## config.mk

```make
export PLATFORM = sky130hd
export DESIGN_NAME = nmea_rmc_time_parser_core
export DESIGN_NICKNAME = d
export VERILOG_FILES = /design/src/rtl/rmc_pkg.sv /design/src/rtl/rmc_front.sv /design/src/rtl/rmc_fifo.sv /design/src/rtl/rmc_back.sv /design/src/rtl/nmea_rmc_time_parser_core.sv
export SDC_FILE = /design/constraint.sdc
export NUM_CORES = 1
export LEC_CHECK = 0
export BUFFER_PORTS_ARGS = -buffer_cell sky130_fd_sc_hd__buf_4
export CORE_MARGIN = 1
export CORE_UTILIZATION = 40
export DETAILED_ROUTE_END_ITERATION = 12
export GPL_TIMING_DRIVEN = 0
export PLACE_DENSITY = 0.55
export SLEW_MARGIN = 10
export SYNTH_ARGS = -nofsm -noshare
export SYNTH_HDL_FRONTEND = slang
export SYNTH_HIERARCHICAL = 1
export SYNTH_SLANG_ARGS = --single-unit
export TNS_END_PERCENT = 20
```

## constraint.sdc

```tcl
create_clock -name clk -period 9.8 [get_ports clk]
set_input_delay 0.98 -clock clk [delete_from_list [all_inputs] [get_ports clk]]
set_output_delay 0.98 -clock clk [all_outputs]
set_load 0.005 [all_outputs]
```

## src/rtl/rmc_pkg.sv

```systemverilog
// shared types, character codes and helper functions for the rmc sentence parser
// no dependencies; used by every rtl file of the block
`timescale 1ns / 1ps

package rmc_pkg;

  typedef enum logic [1:0] {
    ST_OK    = 2'd0,
    ST_NOFIX = 2'd1,
    ST_SHORT = 2'd2,
    ST_CSUM  = 2'd3
  } status_t;

  localparam int HDR_LEN = 6;
  localparam int NUM_DIGITS = 12;

  localparam logic [0:HDR_LEN-1][7:0] HDR_CHARS = {8'h24, 8'h47, 8'h50, 8'h52, 8'h4D, 8'h43};
  // xor of the header letters after '$'
  localparam logic [7:0] HDR_XOR = 8'h47 ^ 8'h50 ^ 8'h52 ^ 8'h4D ^ 8'h43;

  localparam logic [7:0] CHR_DOLLAR = 8'h24;
  localparam logic [7:0] CHR_CR     = 8'h0D;
  localparam logic [7:0] CHR_STAR   = 8'h2A;
  localparam logic [7:0] CHR_COMMA  = 8'h2C;
  localparam logic [7:0] CHR_FIX    = 8'h41;
  localparam logic [7:0] CHR_ZERO   = 8'h30;
  localparam logic [7:0] CHR_NINE   = 8'h39;

  localparam logic [3:0] FIELD_TIME   = 4'd1;
  localparam logic [3:0] FIELD_STATUS = 4'd2;
  localparam logic [3:0] FIELD_DATE   = 4'd9;

  localparam logic [11:0] YEAR_BASE = 12'd2000;

  // closed sentence handed from parser to clock decision
  typedef struct packed {
    status_t                         status;
    logic [NUM_DIGITS-1:0][3:0]      digits;
  } evt_t;

  // bit 4 is the valid flag, bits 3:0 the nibble
  function automatic logic [4:0] hex_decode(input logic [7:0] c);
    logic [4:0] r;
    r = 5'd0;
    if (c inside {[8'h30:8'h39]}) begin
      r = {1'b1, 4'(c - 8'h30)};
    end else if (c inside {[8'h41:8'h46]}) begin
      r = {1'b1, 4'(c - 8'h37)};
    end else if (c inside {[8'h61:8'h66]}) begin
      r = {1'b1, 4'(c - 8'h57)};
    end
    return r;
  endfunction

  function automatic logic [7:0] pair_value(input logic [3:0] hi, input logic [3:0] lo);
    logic [7:0] r;
    r = {1'b0, hi, 3'b000} + {3'b000, hi, 1'b0} + {4'b0000, lo};
    return r;
  endfunction

endpackage

```

## src/rtl/rmc_front.sv

```systemverilog
// byte parser: header hunt, field tracking, checksum and sentence classification
// depends on rmc_pkg
`timescale 1ns / 1ps

module rmc_front #(
  parameter int MAX_SENTENCE_LEN = 127
) (
  input  logic              clk,
  input  logic              rst,
  input  logic              in_valid,
  output logic              in_ready,
  input  logic [7:0]        data_byte,
  input  logic [6:0]        min_sentence_length,
  input  logic              evt_full,
  output logic              evt_push,
  output rmc_pkg::evt_t     evt_data
);

  localparam int LEN_W = $clog2(MAX_SENTENCE_LEN + 1);

  logic [2:0]       hdr_pos;
  logic             in_sentence;
  logic [3:0]       comma_count;
  logic [2:0]       char_in_field;
  logic [LEN_W-1:0] sentence_length;
  logic [7:0]       xor_acc;
  logic [1:0]       after_star;
  logic [7:0]       rx_csum;
  logic             bad_tail;
  logic             fix_active;
  logic [rmc_pkg::NUM_DIGITS-1:0][3:0] digits;

  logic       accept;
  logic [2:0] hunt_pos;
  logic [4:0] hex;
  logic [3:0] digit;
  logic [3:0] dig_idx;
  rmc_pkg::status_t close_status;

  assign in_ready = !evt_full;
  assign accept   = in_valid && in_ready;
  assign hunt_pos = (hdr_pos >= 3'(rmc_pkg::HDR_LEN)) ? 3'd0 : hdr_pos;
  assign hex      = rmc_pkg::hex_decode(data_byte);
  assign digit    = (data_byte inside {[rmc_pkg::CHR_ZERO:rmc_pkg::CHR_NINE]}) ?
                    4'(data_byte - rmc_pkg::CHR_ZERO) : 4'd0;
  assign dig_idx  = {1'b0, char_in_field} + ((comma_count == rmc_pkg::FIELD_DATE) ? 4'd6 : 4'd0);

  always_comb begin
    if (!fix_active) begin
      close_status = rmc_pkg::ST_NOFIX;
    end else if (9'(sentence_length) < 9'(min_sentence_length)) begin
      close_status = rmc_pkg::ST_SHORT;
    end else if (bad_tail || after_star != 2'd3 || rx_csum != xor_acc) begin
      close_status = rmc_pkg::ST_CSUM;
    end else begin
      close_status = rmc_pkg::ST_OK;
    end
  end

  assign evt_push        = accept && in_sentence && data_byte == rmc_pkg::CHR_CR;
  assign evt_data.status = close_status;
  assign evt_data.digits = digits;

  always_ff @(posedge clk) begin
    if (rst) begin
      hdr_pos         <= 3'd0;
      in_sentence     <= 1'b0;
      comma_count     <= 4'd0;
      char_in_field   <= 3'd0;
      sentence_length <= '0;
      xor_acc         <= 8'd0;
      after_star      <= 2'd0;
      rx_csum         <= 8'd0;
      bad_tail        <= 1'b0;
      fix_active      <= 1'b0;
      digits          <= '0;
    end else if (accept) begin
      if (!in_sentence) begin
        // header hunt
        if (data_byte == rmc_pkg::HDR_CHARS[hunt_pos]) begin
          if (hunt_pos == 3'(rmc_pkg::HDR_LEN - 1)) begin
            in_sentence     <= 1'b1;
            hdr_pos         <= 3'(rmc_pkg::HDR_LEN);
            comma_count     <= 4'd0;
            char_in_field   <= 3'd0;
            sentence_length <= LEN_W'(rmc_pkg::HDR_LEN);
            xor_acc         <= rmc_pkg::HDR_XOR;
            after_star      <= 2'd0;
            rx_csum         <= 8'd0;
            bad_tail        <= 1'b0;
            fix_active      <= 1'b0;
            digits          <= '0;
          end else begin
            hdr_pos <= hunt_pos + 3'd1;
          end
        end else begin
          hdr_pos <= (data_byte == rmc_pkg::CHR_DOLLAR) ? 3'd1 : 3'd0;
        end
      end else if (data_byte == rmc_pkg::CHR_DOLLAR) begin
        in_sentence <= 1'b0;
        hdr_pos     <= 3'd1;
      end else if (data_byte == rmc_pkg::CHR_CR) begin
        in_sentence <= 1'b0;
        hdr_pos     <= 3'd0;
      end else begin
        if (sentence_length < LEN_W'(MAX_SENTENCE_LEN)) begin
          sentence_length <= sentence_length + LEN_W'(1);
        end
        if (after_star != 2'd0) begin
          // checksum tail
          if (!hex[4] || after_star == 2'd3) begin
            bad_tail <= 1'b1;
          end else begin
            rx_csum    <= {rx_csum[3:0], hex[3:0]};
            after_star <= after_star + 2'd1;
          end
        end else if (data_byte == rmc_pkg::CHR_STAR) begin
          after_star <= 2'd1;
        end else begin
          xor_acc <= xor_acc ^ data_byte;
          if (data_byte == rmc_pkg::CHR_COMMA) begin
            if (comma_count != 4'd15) begin
              comma_count <= comma_count + 4'd1;
            end
            char_in_field <= 3'd0;
          end else begin
            if (comma_count == rmc_pkg::FIELD_TIME || comma_count == rmc_pkg::FIELD_DATE) begin
              if (char_in_field < 3'd6) begin
                digits[dig_idx] <= digit;
              end
            end else if (comma_count == rmc_pkg::FIELD_STATUS) begin
              fix_active <= (char_in_field == 3'd0) && (data_byte == rmc_pkg::CHR_FIX);
            end
            if (char_in_field != 3'd7) begin
              char_in_field <= char_in_field + 3'd1;
            end
          end
        end
      end
    end
  end

endmodule

```

## src/rtl/rmc_fifo.sv

```systemverilog
// two-entry queue of closed sentences between parser and clock decision
// depends on rmc_pkg
`timescale 1ns / 1ps

module rmc_fifo (
  input  logic          clk,
  input  logic          rst,
  input  logic          push,
  input  rmc_pkg::evt_t push_data,
  output logic          full,
  input  logic          pop,
  output logic          nonempty,
  output rmc_pkg::evt_t pop_data
);

  rmc_pkg::evt_t entries [2];
  logic       wr_ptr;
  logic       rd_ptr;
  logic [1:0] count;

  assign full     = count == 2'd2;
  assign nonempty = count != 2'd0;
  assign pop_data = entries[rd_ptr];

  always_ff @(posedge clk) begin
    if (push) begin
      entries[wr_ptr] <= push_data;
    end
  end

  always_ff @(posedge clk) begin
    if (rst) begin
      wr_ptr <= 1'b0;
      rd_ptr <= 1'b0;
      count  <= 2'd0;
    end else begin
      if (push) begin
        wr_ptr <= !wr_ptr;
      end
      if (pop) begin
        rd_ptr <= !rd_ptr;
      end
      case ({push, pop})
        2'b10:   count <= count + 2'd1;
        2'b01:   count <= count - 2'd1;
        default: count <= count;
      endcase
    end
  end

endmodule

```

## src/rtl/rmc_back.sv

```systemverilog
// clock-set decision and registered result stage
// depends on rmc_pkg
`timescale 1ns / 1ps

module rmc_back (
  input  logic             clk,
  input  logic             rst,
  input  logic             evt_nonempty,
  input  rmc_pkg::evt_t    evt_data,
  output logic             evt_pop,
  input  logic [5:0]       hourly_set_minute,
  output logic             out_valid,
  input  logic             out_ready,
  output logic [1:0]       sentence_status,
  output logic [6:0]       hour,
  output logic [6:0]       minute,
  output logic [6:0]       second,
  output logic [6:0]       day_of_month,
  output logic [6:0]       month_of_year,
  output logic [11:0]      full_year,
  output logic             set_clock
);

  logic clock_is_set;
  logic hourly_set_done;

  logic [7:0] hh;
  logic [7:0] mn;
  logic [7:0] ss;
  logic [7:0] dd;
  logic [7:0] mo;
  logic [7:0] yy;
  logic       is_ok;
  logic       at_set_minute;
  logic       do_set;

  assign hh = rmc_pkg::pair_value(evt_data.digits[0], evt_data.digits[1]);
  assign mn = rmc_pkg::pair_value(evt_data.digits[2], evt_data.digits[3]);
  assign ss = rmc_pkg::pair_value(evt_data.digits[4], evt_data.digits[5]);
  assign dd = rmc_pkg::pair_value(evt_data.digits[6], evt_data.digits[7]);
  assign mo = rmc_pkg::pair_value(evt_data.digits[8], evt_data.digits[9]);
  assign yy = rmc_pkg::pair_value(evt_data.digits[10], evt_data.digits[11]);

  assign evt_pop       = evt_nonempty && (!out_valid || out_ready);
  assign is_ok         = evt_data.status == rmc_pkg::ST_OK;
  assign at_set_minute = mn == {2'b00, hourly_set_minute};
  assign do_set        = at_set_minute ? !hourly_set_done : !clock_is_set;

  always_ff @(posedge clk) begin
    if (rst) begin
      out_valid       <= 1'b0;
      clock_is_set    <= 1'b0;
      hourly_set_done <= 1'b0;
    end else begin
      if (evt_pop) begin
        out_valid <= 1'b1;
        case (evt_data.status)
          rmc_pkg::ST_NOFIX, rmc_pkg::ST_SHORT: begin
            clock_is_set <= 1'b0;
          end
          rmc_pkg::ST_OK: begin
            if (at_set_minute) begin
              if (!hourly_set_done) begin
                hourly_set_done <= 1'b1;
              end
            end else if (clock_is_set) begin
              hourly_set_done <= 1'b0;
            end
            if (do_set) begin
              clock_is_set <= 1'b1;
            end
          end
          default: begin
            clock_is_set <= clock_is_set;
          end
        endcase
      end else if (out_ready) begin
        out_valid <= 1'b0;
      end
    end
  end

  always_ff @(posedge clk) begin
    if (evt_pop) begin
      sentence_status <= evt_data.status;
      hour            <= is_ok ? hh[6:0] : 7'd0;
      minute          <= is_ok ? mn[6:0] : 7'd0;
      second          <= is_ok ? ss[6:0] : 7'd0;
      day_of_month    <= is_ok ? dd[6:0] : 7'd0;
      month_of_year   <= is_ok ? mo[6:0] : 7'd0;
      full_year       <= is_ok ? rmc_pkg::YEAR_BASE + {4'd0, yy} : 12'd0;
      set_clock       <= is_ok && do_set;
    end
  end

endmodule

```

## src/rtl/nmea_rmc_time_parser_core.sv

```systemverilog
// Takes one received character per cycle while in_ready is high and parses
// $GPRMC sentences; a carriage return that closes a sentence yields one result
// (status, decoded time and date, clock-set request), which passes through the
// result queue into the output register once it is free. The parser accepts
// a byte every cycle as long as its two-entry result queue has room; the queue
// fills only while out_ready is held low, and the output register frees a slot
// in every cycle in which a result is taken. Configuration registers are
// written with cfg_we and are registered before they take effect.
// top level; depends on rmc_pkg, rmc_front, rmc_fifo, rmc_back
`timescale 1ns / 1ps

module nmea_rmc_time_parser_core #(
  parameter int MAX_SENTENCE_LEN = 127
) (
  input  logic        clk,
  input  logic        rst,
  input  logic        in_valid,
  output logic        in_ready,
  input  logic [7:0]  data_byte,
  input  logic        cfg_we,
  input  logic        cfg_index,
  input  logic [6:0]  cfg_data,
  output logic        out_valid,
  input  logic        out_ready,
  output logic [1:0]  sentence_status,
  output logic [6:0]  hour,
  output logic [6:0]  minute,
  output logic [6:0]  second,
  output logic [6:0]  day_of_month,
  output logic [6:0]  month_of_year,
  output logic [11:0] full_year,
  output logic        set_clock
);

  localparam logic CFG_HOURLY_SET_MINUTE   = 1'b0;
  localparam logic CFG_MIN_SENTENCE_LENGTH = 1'b1;

  logic [5:0] hourly_set_minute;
  logic [6:0] min_sentence_length;

  logic          evt_push;
  logic          evt_full;
  logic          evt_pop;
  logic          evt_nonempty;
  rmc_pkg::evt_t evt_in;
  rmc_pkg::evt_t evt_out;

  always_ff @(posedge clk) begin
    if (rst) begin
      hourly_set_minute   <= 6'd59;
      min_sentence_length <= 7'd25;
    end else if (cfg_we) begin
      case (cfg_index)
        CFG_HOURLY_SET_MINUTE:   hourly_set_minute   <= cfg_data[5:0];
        CFG_MIN_SENTENCE_LENGTH: min_sentence_length <= cfg_data;
        default:                 min_sentence_length <= min_sentence_length;
      endcase
    end
  end

  rmc_front #(
    .MAX_SENTENCE_LEN(MAX_SENTENCE_LEN)
  ) u_front (
    .clk                 (clk),
    .rst                 (rst),
    .in_valid            (in_valid),
    .in_ready            (in_ready),
    .data_byte           (data_byte),
    .min_sentence_length (min_sentence_length),
    .evt_full            (evt_full),
    .evt_push            (evt_push),
    .evt_data            (evt_in)
  );

  rmc_fifo u_fifo (
    .clk       (clk),
    .rst       (rst),
    .push      (evt_push),
    .push_data (evt_in),
    .full      (evt_full),
    .pop       (evt_pop),
    .nonempty  (evt_nonempty),
    .pop_data  (evt_out)
  );

  rmc_back u_back (
    .clk               (clk),
    .rst               (rst),
    .evt_nonempty      (evt_nonempty),
    .evt_data          (evt_out),
    .evt_pop           (evt_pop),
    .hourly_set_minute (hourly_set_minute),
    .out_valid         (out_valid),
    .out_ready         (out_ready),
    .sentence_status   (sentence_status),
    .hour              (hour),
    .minute            (minute),
    .second            (second),
    .day_of_month      (day_of_month),
    .month_of_year     (month_of_year),
    .full_year         (full_year),
    .set_clock         (set_clock)
  );

  // a clock-set request only comes with a good sentence
  a_set_needs_ok: assert property (@(posedge clk) disable iff (rst)
    out_valid && set_clock |-> sentence_status == rmc_pkg::ST_OK)
    else $error("set_clock on a failed sentence");

  // failed sentences carry zeroed time and date
  a_fail_zero: assert property (@(posedge clk) disable iff (rst)
    out_valid && sentence_status != rmc_pkg::ST_OK |->
      hour == 7'd0 && minute == 7'd0 && full_year == 12'd0)
    else $error("nonzero fields on a failed sentence");

  // good sentences carry a year offset from the base
  a_year_range: assert property (@(posedge clk) disable iff (rst)
    out_valid && sentence_status == rmc_pkg::ST_OK |->
      full_year >= rmc_pkg::YEAR_BASE && full_year <= 12'd2165)
    else $error("year out of range");

  // a closing transaction never meets a full queue
  a_no_overflow: assert property (@(posedge clk) disable iff (rst)
    evt_push |-> !evt_full)
    else $error("result queue overflow");

endmodule

```

==> flow_summary.json, run 1 <==
{
  "outcome": "finished, final reports clean",
  "clkLatencyLatePin_ns": 0.53,
  "place.gp.congestion": 0.819,
  "die_h_um": 176,
  "n_fill_cell": 2677,
  "min_period_ns": 3.50,
  "postSynthAreaPerCell_um2": 12.1,
  "ff2ff_path_depth": 12,
  "timing.fmax_ghz": 0.286,
  "synth-seq-cells": 257,
  "seq_area_frac_synth_pct": 54.9,
  "ant_nets": 0,
  "cp-end-kind": "flop",
  "power.density_nw_per_um2": 160,
  "yosys.area.top_type": "edfxtp_1",
  "required_ns": 10.08,
  "postLayoutCellArea_um2": 14200,
  "yosys_most_used_dff": "edfxtp_1",
  "slew_headroom_pct": 48.4,
  "clk_pin_slew_ns": 0.06,
  "grt-ovfl-total": 0,
  "ys_top_cells_by_area": "edfxtp_1 37%, dfxtp_1 18%, ha_1 6.8%",
  "worstSetupPathType": "flop to flop",
  "totalPowerFinal_mw": 2.28,
  "drt-pass1-iter-count": 5,
  "drcViolationCount": 0,
  "power.static_leakage_nw": 5.25,
  "rrSetupSlack_ns": 6.30,
  "grt_max_degree": 51,
  "root_buffer": "clkbuf_16",
  "yosys.cell_types.count": 81,
  "cts_setup_buffers": 0,
  "drtIter0Drc": 420,
  "io_pins": 73,
  "dp_hpwl_um": 18200,
  "slew_viol_final": 0,
  "synthCells": 1000,
  "die-area_um2": 31000,
  "die_w_um": 176,
  "grt_pass1_vias": 7688,
  "async_flop_share_pct": 0,
  "min_path_type": "flop to flop",
  "finalHoldViolations": 0,
  "grt_pass1_wl_um": 41100,
  "dpl_cell_area_um2": 13200,
  "tns_ns": 0,
  "crit_fanout": 10,
  "r2r_end": "u_back/set_clock$_DFFE_PP_",
  "fin_skew_ns": 0.0110,
  "areaGrowthSynthToFinish_pct": 17.5,
  "vias_per_cell": 5.11,
  "grt_usage_pct": 16.7,
  "post-synth-top-area-fraction_pct": 37.2,
  "cp-start-kind": "flop",
  "arrival_ns": 3.78,
  "max-vdd-ir-drop_uv": 124,
  "rsz0062_at_grt": "false",
  "crit_path_end": "u_back/set_clock$_DFFE_PP_",
  "start_util_pct": 40.8,
  "portBuffers": 70,
  "hold_buffers": 0,
  "maxCapViolCount": 0,
  "fin_util_pct": 47.9,
  "nets": 1205,
  "cts_buffers": 29,
  "synthesis.area_um2": 12100,
  "core.rowCount": 63,
  "drive_above_1_share_pct": 20.3,
  "num_antenna_cells": 0,
  "cts.sinks": 257,
  "detail_route.wl_per_cell_um": 16.8,
  "antenna_found_initial": 0,
  "synth_edf_count": 150,
  "cts_resized": 0,
  "setup_viol": 0,
  "core_um2": 29700,
  "syn-num-nets": 1100,
  "worst_pin_slew_ns": 0.773,
  "fin_crit_sh_pct": 35.7,
  "vias": 7752,
  "ctsLongestPathBuffers": 3,
  "wirelength_um": 25500,
  "yosysWarningCount": 6,
  "h-tree-depth": 1,
  "cts_tree": "yes"
}
-- flip-flops by register name (all words and copies together) (netlist names), 2 cells and up, named ones only --
name,flops
hourly_set_minute,6
u_front/comma_count,4
u_back/sentence_status,2
u_front/hdr_pos,3
u_front/rx_csum,8
u_back/minute,7
u_back/hour,7
u_back/second,7
u_front/xor_acc,8
u_front/after_star,2
u_front/char_in_field,3
u_front/evt_data,48
u_back/month_of_year,7
u_fifo/count,2
u_front/sentence_length,7
u_fifo/entries,100
u_back/day_of_month,7
u_back/full_year,12
min_sentence_length,7
-- where the power goes --
group	internal (mW)	total, mW	switching, mW
logic	0.0194	0.0510	0.0316
clock network	0.671	1.09	0.420
registers	1.13	1.13	0.00209
total	1.82	2.28	0.454
-- through the flow --
step | worst slack (ns) | cells | hold slack (ns)
after floorplan | 4.99 | 1000 | 0.423
after global placement | 3.19 | 1460 | 0.433
after detailed placement | 5.85 | 1464 | 0.437
after CTS | 6.22 | 1517 | 0.451
after global routing | 5.99 | 1517 | 0.459
final | 6.30 | 1517 | 0.449
-- layout make-up --
type | instances | area, µm² | area share [%]
clock inverter | 7 | 63.8 | 0.448
clock buffer | 46 | 925 | 6.50
inverter | 46 | 173 | 1.21
multi-input combinational | 655 | 5090 | 35.8
tap | 390 | 488 | 3.43
buffer | 42 | 221 | 1.56
sequential | 257 | 6650 | 46.7
timing repair buffer | 74 | 621 | 4.36
-- placed cells by master (no fill, tap or decap), types with 10 or more instances in the layout --
master | synthesis | final
mux2i_1 | 12 | 12
o2bb2ai_1 | 24 | 24
o21ai_0 | 27 | 27
clkbuf_16 | 0 | 33
nand3_1 | 42 | 42
nand2b_1 | 13 | 13
mux2_2 | 52 | 52
edfxtp_1 | 150 | 150
ha_1 | 66 | 66
nor2b_1 | 12 | 12
fa_1 | 13 | 13
clkbuf_1 | 17 | 25
nand2_1 | 38 | 38
xnor2_1 | 17 | 17
o21ai_1 | 19 | 19
buf_4 | 4 | 74
a22o_1 | 10 | 10
a21o_1 | 11 | 11
xor2_1 | 27 | 27
buf_2 | 15 | 15
dfxtp_1 | 107 | 107
nor2_1 | 63 | 62
o211ai_1 | 12 | 12
inv_1 | 46 | 46
a21oi_1 | 37 | 37
and2_1 | 43 | 42
-- per-layer routing --
| metal | part of all wire [%] | global-route usage, % | vias up |
|---|---|---|---|
| met2 | 45 | 27.3 | 138 |
| met1 | 49 | 22.9 | 3702 |
| li1 | - | - | 3878 |
| met3 | 3.7 | 2.37 | 34 |
| met5 | 0 | 0 | - |
| met4 | 2.2 | 4.93 | 0 |
-- worst min-delay path by stage --
stage,from,endpoint,slack (ns),cells after the start
after floorplan,u_front/bad_tail$_SDFFE_PP0P_,u_front/bad_tail$_SDFFE_PP0P_,0.42,2
after global placement,u_front/bad_tail$_SDFFE_PP0P_,u_front/bad_tail$_SDFFE_PP0P_,0.43,2
after detailed placement,u_front/bad_tail$_SDFFE_PP0P_,u_front/bad_tail$_SDFFE_PP0P_,0.44,2
after CTS,u_front/bad_tail$_SDFFE_PP0P_,u_front/bad_tail$_SDFFE_PP0P_,0.45,2
after global routing,u_front/bad_tail$_SDFFE_PP0P_,u_front/bad_tail$_SDFFE_PP0P_,0.46,2
final,u_front/bad_tail$_SDFFE_PP0P_,u_front/bad_tail$_SDFFE_PP0P_,0.45,2
-- synthesized netlist by cell type, drive strengths merged (27+ instances only) --
| cell | instances |
|---|---|
| edfxtp | 150 |
| dfxtp | 107 |
| ha | 66 |
| nor2 | 64 |
| mux2 | 52 |
| o21ai | 47 |
| inv | 46 |
| a21oi | 44 |
| and2 | 44 |
| nand3 | 42 |
| nand2 | 41 |
| xor2 | 27 |
-- worst max-delay path, stage by stage (launching register included) --
cell	delay (ns)
dfxtp_1	0.30
clkbuf_1	0.18
buf_2	0.34
mux2_2	0.41
inv_1	0.09
fa_1	0.39
inv_1	0.11
fa_1	0.44
xor2_1	0.18
nor4_1	0.34
nand3_1	0.17
nor3_4	0.20
mux2i_1	0.10
-- cells by family (layout without fill, tap and decap cells) --
logic type	after synthesis	after routing	synth area share, %
and+or+nand+nor	264	264	11.7
adders and majority gates	79	79	8.97
muxes	64	64	5.83
DFF	257	257	54.9
AOI/OAI and AO/OA	202	202	11.9
buffers and inverters	88	215	3.25
xor gates and xnor gates	46	46	3.50
(Power assumes the default switching activity.)
==> run 2: changes to the inputs <==
ABC_AREA = 1   (was default)
PLACE_DENSITY = 0.57   (was 0.55)
clock period = 3.1 ns   (was 9.8 ns; I/O delays follow)
==> run 2 against run 1 <==
Net effect:
- sequential power rose to 3.5 times the previous value
- register-to-register slack lost 6.1 ns
- global-route usage increased by 0.92 points
- synthesized cell count increased by 38%
==> flow_summary.json, run 2 <==
{
  "num_antenna_cells": 0,
  "yosysWarningCount": 6,
  "layout_commonest_cell": "nand2_1",
  "largest_reg_flops": 100,
  "largest_register": "u_fifo/entries",
  "die_w_um": 183,
  "postSynthAreaPerCell_um2": 9.47,
  "synthCells": 1382,
  "multiInputGateArea_um2": 5540,
  "path_buf_inv": 2,
  "ctsLongestPathBuffers": 3,
  "crit_fanout": 8,
  "drt-pass1-iter-count": 5,
  "grt-ovfl-total": 0,
  "met2WireLength_um": 13800,
  "vias": 9685,
  "place.gp.congestion": 0.878,
  "cp_slowest_stage_delay_ns": 0.56,
  "muxShareOfSynthArea_pct": 5.73,
  "wl_met1_um": 13400,
  "slew_headroom_pct": 44.4,
  "fin_crit_sh_pct": 95.1,
  "cts.sinks": 257,
  "grt_pass1_vias": 9234,
  "root_buffer": "clkbuf_16",
  "nets": 1594,
  "synth_fa_ha_area_share_pct": 8.30,
  "path_cells": "buf_6 > buf_12 > mux2_4 > ha_1 > ha_1 > fa_2 > nand2_1 > nand2_1 > nand2_2 > nor2_8 > nand3_4 > nor2_4 > nand2_2 > nand2_2 > nand4_1 > a21oi_1",
  "maxCapViolCount": 0,
  "clkLatencyLatePin_ns": 0.54,
  "h-tree-depth": 1,
  "wirelength_um": 29100,
  "power.static_leakage_nw": 6.42,
  "arrival_ns": 3.42,
  "rrSetupSlack_ns": 0.15,
  "setup_viol": 0,
  "clk_pin_slew_ns": 0.06,
  "power.density_nw_per_um2": 781,
  "worst_pin_slew_ns": 0.834,
  "detail_route.wl_per_cell_um": 14.9,
  "drcViolationCount": 0,
  "core_um2": 31900,
  "synth.most_common_cell": "nand2_1",
  "ys_top_cells_by_area": "edfxtp_1 34%, dfxtp_1 16%, nand2_1 9.2%",
  "slew_viol_final": 0,
  "timing.fmax_ghz": 0.339,
  "synth-xor-area-share_pct": 1.07,
  "portBuffers": 67,
  "fin_skew_ns": 0.0107,
  "yosys.area.top_type": "edfxtp_1",
  "antenna_found_initial": 0,
  "ant_nets": 0,
  "worstSetupPathType": "flop to flop",
  "tns_ns": 0,
  "synth_top_family_by_area": "simple AND/OR/NAND/NOR gates",
  "routed.top_layer": "met4",
  "synthSimpleGateAreaFrac_pct": 20.5,
  "crit_family": "adder cells",
  "drive_above_1_share_pct": 15.8,
  "n_fill_cell": 3005,
  "synth-seq-cells": 257,
  "path_common_cell": "nand2_2",
  "io_pins": 73,
  "cts_tree": "yes",
  "die_h_um": 183,
  "cts_buffers": 29,
  "seq_area_frac_synth_pct": 50.8,
  "die-area_um2": 33500,
  "final_cell_mix": "319 x nand2_1, 150 x edfxtp_1, 139 x inv_1, 111 x a21oi_1, 109 x nor2_1",
  "grt_max_degree": 41,
  "drtIter0Drc": 659,
  "max-vdd-ir-drop_uv": 429,
  "finalNonFillerCells": 1950,
  "yosys_most_used_dff": "edfxtp_1",
  "core.rowCount": 65,
  "yosys.cell_types.count": 49,
  "wl_met3_um": 1300,
  "start_util_pct": 41.1,
  "synth_edf_count": 150,
  "dp_hpwl_um": 21100,
  "min_period_ns": 2.95,
  "place_inst": 1888,
  "synthTopCellsByCount": "320 x nand2_1, 150 x edfxtp_1, 144 x inv_1",
  "finalHoldViolations": 0,
  "synth_compound_area_share_pct": 6.48,
  "syn-num-nets": 1482,
  "grt_usage_pct": 17.6,
  "register_area_um2": 6650,
  "required_ns": 3.57,
  "async_flop_share_pct": 0,
  "post-synth-top-area-fraction_pct": 34.4,
  "outcome": "finished, final reports clean",
  "cp-end-kind": "flop",
  "areaGrowthSynthToFinish_pct": 17.3,
  "vias_per_cell": 4.97,
  "min_path_type": "input port to flop",
  "cp-start-kind": "flop",
  "synthesis.area_um2": 13100,
  "cpMaxStageDelayCell": "fa_2",
  "grt_pass1_wl_um": 47500
}
run 2: cell types whose count changed in the layout (fill, tap and decap cells not counted), sizes merged, moves of 24 or more:
cell     change
nor2        +49
and2        -44
a21oi       +68
nand2      +285
nand3       +37
o2bb2ai     -24
nand4       +66
inv        +108
run 2: area by class of cell:
cell class	count	area share (%)
Sequential cell	257	43.3
Clock buffer	40	5.73
Multi-Input combinational cell	916	36.0
Buffer	54	2.26
Timing Repair Buffer	81	4.38
Inverter	155	3.85
Clock inverter	12	0.904
Tap cell	435	3.54
run 2: final timing paths:
kind / from / endpoint / cells after the start
setup / recovery: flop / u_back/clock_is_set$_SDFFE_PP0P_ / 16
hold / removal: cfg_data[5] / hourly_set_minute[5]$_SDFFE_PP1P_ / 3
setup reg to reg: flop / u_back/clock_is_set$_SDFFE_PP0P_ / 16
hold reg to reg: u_front/evt_data[38]$_SDFFE_PP0P_ / u_fifo/entries[1][38]$_DFFE_PP_ / 0
run 2: cell families (layout without fill, tap and decap cells):
kind of cell | count (synthesis) | after routing
buf+inv | 209 | 342
xor+xnor | 16 | 16
mux | 50 | 50
fa+ha+maj | 79 | 79
simple gates | 612 | 612
compound gates | 159 | 159
flops | 257 | 257
run 2: tightest hold or removal path, delay by kind of cell:
kind | cells | cell delay (ns)
buf+inv | 1 | 0.09
simple gates | 2 | 0.13
run 2: what timing repair did:
action,4_1_cts,5_1_grt
gates resized for setup,0,9
setup buffers,1,6
hold buffers,3,0
hold endpoints to repair,3,0
pin swaps,0,6
endpoints found under the setup margin,1,3
run 2: power breakdown:
| part | internal [mW] | switching, mW |
|---|---|---|
| logic | 2.06 | 2.35 |
| clock network | 2.22 | 1.36 |
| registers | 3.93 | 0.0726 |
| total | 8.22 | 3.79 |
run 2: routing by layer:
layer | track usage, % | vias to the layer above
met5 | 0 | -
met4 | 4.93 | 0
met3 | 2.72 | 48
met2 | 30.0 | 193
met1 | 23.2 | 4541
li1 | - | 4903
run 2: per-stage QoR:
step	power, mW	util [%]	setup slack [ns]	instance area (µm²)	hold slack, ns
final	12.0	48.2	0.151	15400	0.0292
after global routing	12.9	48.2	-0.00403	15400	0.0376
after CTS	12.0	48.0	0.0320	15300	0.0129
after detailed placement	8.39	44.6	0.00657	14200	0.442
after global placement	8.26	44.4	-1.10	14100	0.430
after floorplan	7.32	-	0.201	13100	0.379
==> run 3: changes to the inputs <==
GPL_TIMING_DRIVEN = default   (was 0)
==> run 3 against run 2 <==
Net effect:
- cell count down 2.0%
- wire length down 8.9%
- sequential power about the same
- maximum frequency up 4.0%
- via count down 2.6%
- critical endpoint is now u_back/set_clock$_DFFE_PP_
- highest routed layer unchanged
==> flow_summary.json, run 3 (synthesis gave the netlist of run 2 again) <==
{
  "die_w_um": 183,
  "num_antenna_cells": 0,
  "rrSetupSlack_ns": 0.26,
  "root_buffer": "clkbuf_16",
  "swShare_pct": 31.9,
  "met2WireLength_um": 12700,
  "wirelength_um": 26500,
  "path_cells": "mux2_4 > inv_1 > fa_1 > inv_1 > fa_1 > nand2_1 > nand2_1 > nand2_1 > nor2_8 > nand3_2 > nor2_2 > nand3_1 > nand2_1 > nor2_1",
  "grt_usage_pct": 16.0,
  "grt_pass1_vias": 9031,
  "cts_setup_buffers": 0,
  "drtIter0Drc": 449,
  "min_path_type": "input port to flop",
  "p_comb_share_pct": 36.1,
  "power.density_nw_per_um2": 763,
  "die-area_um2": 33500,
  "max-vdd-ir-drop_uv": 413,
  "power.static_leakage_nw": 6.27,
  "detail_route.wl_per_cell_um": 13.9,
  "setup_viol": 0,
  "cp-end-kind": "flop",
  "intPower_mw": 7.82,
  "cts_buffers": 29,
  "areaGrowthSynthToFinish_pct": 15.1,
  "seqPwrFrac_pct": 35.1,
  "core_um2": 31900,
  "fin_skew_ns": 0.0145,
  "worstSetupPathType": "flop to flop",
  "wl_met3_um": 1040,
  "totalPowerFinal_mw": 11.5,
  "place.gp.congestion": 0.856,
  "antenna_found_initial": 0,
  "timing.fmax_ghz": 0.353,
  "finalHoldViolations": 0,
  "largest_register": "u_fifo/entries",
  "path_buf_inv": 2,
  "vias_per_cell": 4.94,
  "start_util_pct": 41.1,
  "cts.sinks": 257,
  "grt_max_degree": 77,
  "outcome": "finished, final reports clean",
  "grt_pass1_wl_um": 44000,
  "fin_util_pct": 47.2,
  "place_inst": 1854,
  "cp_slowest_stage_delay_ns": 0.58,
  "dp_hpwl_um": 17900,
  "crit_family": "adder cells",
  "clkPwrFrac_pct": 28.7,
  "path_common_cell": "nand2_1",
  "ctsLongestPathBuffers": 3,
  "slew_viol_final": 0,
  "cts_tree": "yes",
  "rsz0062_at_grt": "false",
  "layout_commonest_cell": "nand2_1",
  "fin_crit_sh_pct": 91.5,
  "die_h_um": 183,
  "final_cell_mix": "320 x nand2_1, 150 x edfxtp_1, 142 x inv_1, 111 x a21oi_1, 109 x nor2_1",
  "wl_met1_um": 12300,
  "tns_ns": 0,
  "arrival_ns": 3.13,
  "clk_pin_slew_ns": 0.06,
  "slew_headroom_pct": 55.4,
  "worst_pin_slew_ns": 0.669,
  "ant_nets": 0,
  "finalNonFillerCells": 1911,
  "portBuffers": 72,
  "drive_above_1_share_pct": 14.8,
  "grt-ovfl-total": 0,
  "required_ns": 3.40,
  "switching_power_mw": 3.67,
  "vias": 9437,
  "h-tree-depth": 1,
  "maxCapViolCount": 0,
  "cp-start-kind": "flop",
  "io_pins": 73,
  "routed.top_layer": "met4",
  "nets": 1553,
  "drt-pass1-iter-count": 5,
  "largest_reg_flops": 100,
  "clkLatencyLatePin_ns": 0.55,
  "core.rowCount": 65,
  "cpMaxStageDelayCell": "fa_1",
  "min_period_ns": 2.84,
  "drcViolationCount": 0,
  "crit_fanout": 8
}
## run 3: cell count changes in the layout (fill, tap and decap cells not counted), sizes merged
cell / delta
clkinv: +2
inv: +1
buf: -14
bufinv: -2
clkbuf: -25
clkinvlp: -1
## run 3: cell type report
type                    count  area [µm²]
multi-input cells         916        5530
clock inverters            12        91.3
well taps                 435         544
inverters                 155         592
repair buffers             94         813
fillers                  3072       16800
flip-flops and latches    257        6650
clock buffers              42         845
## run 3: worst register-to-register path, cell delays in order, from the launching register on
cell	delay, ns
dfxtp_4	0.44
mux2_4	0.19
inv_1	0.05
fa_1	0.52
inv_1	0.07
fa_1	0.58
nand2_1	0.06
nand2_1	0.06
nand2_1	0.11
nor2_8	0.10
nand3_2	0.07
nor2_2	0.11
nand3_1	0.11
nand2_1	0.08
nor2_1	0.04
## run 3: what timing repair did
| action | CTS | global route |
|---|---|---|
| setup endpoints to repair | 0 | 2 |
| hold buffers | 3 | 0 |
| hold endpoints to repair | 3 | 0 |
| gates resized for setup | 0 | 1 |
## run 3: path summary, 6_finish.rpt
kind | from | end | cells past startpoint
worst min register to register | u_front/evt_data[15]$_SDFFE_PP0P_ | u_fifo/entries[1][15]$_DFFE_PP_ | 0
worst min-delay path | cfg_data[1] | hourly_set_minute[1]$_SDFFE_PP1P_ | 3
worst max-delay path | flop | u_back/set_clock$_DFFE_PP_ | 14
worst max register to register | flop | u_back/set_clock$_DFFE_PP_ | 14
## run 3: power by group through the flow
stage          Sequential [mW]  Combinational, mW  Clock (mW)
6_report                  4.03               4.15        3.30
4_1_cts                   4.04               4.21        3.40
3_3_place_gp              4.10               4.08           0
2_1_floorplan             4.12               3.20           0
5_1_grt                   4.06               4.75        3.53
3_5_place_dp              4.11               4.18           0
## run 3: stage by stage
step | instance area (µm²) | setup slack, ns | hold slack, ns
4_1_cts | 15100 | 0.176 | 0.0200
3_3_place_gp | 14100 | 0.174 | 0.436
6_report | 15100 | 0.263 | 0.0425
3_5_place_dp | 14100 | 0.177 | 0.442
5_1_grt | 15100 | 0.0493 | 0.0366
2_1_floorplan | 13100 | 0.201 | 0.379
## run 3: routing by layer
layer | global-route usage, % | up-vias
met5 | 0 | -
met4 | 4.37 | 0
met3 | 2.08 | 34
met2 | 27.7 | 158
met1 | 20.9 | 4431
li1 | - | 4814
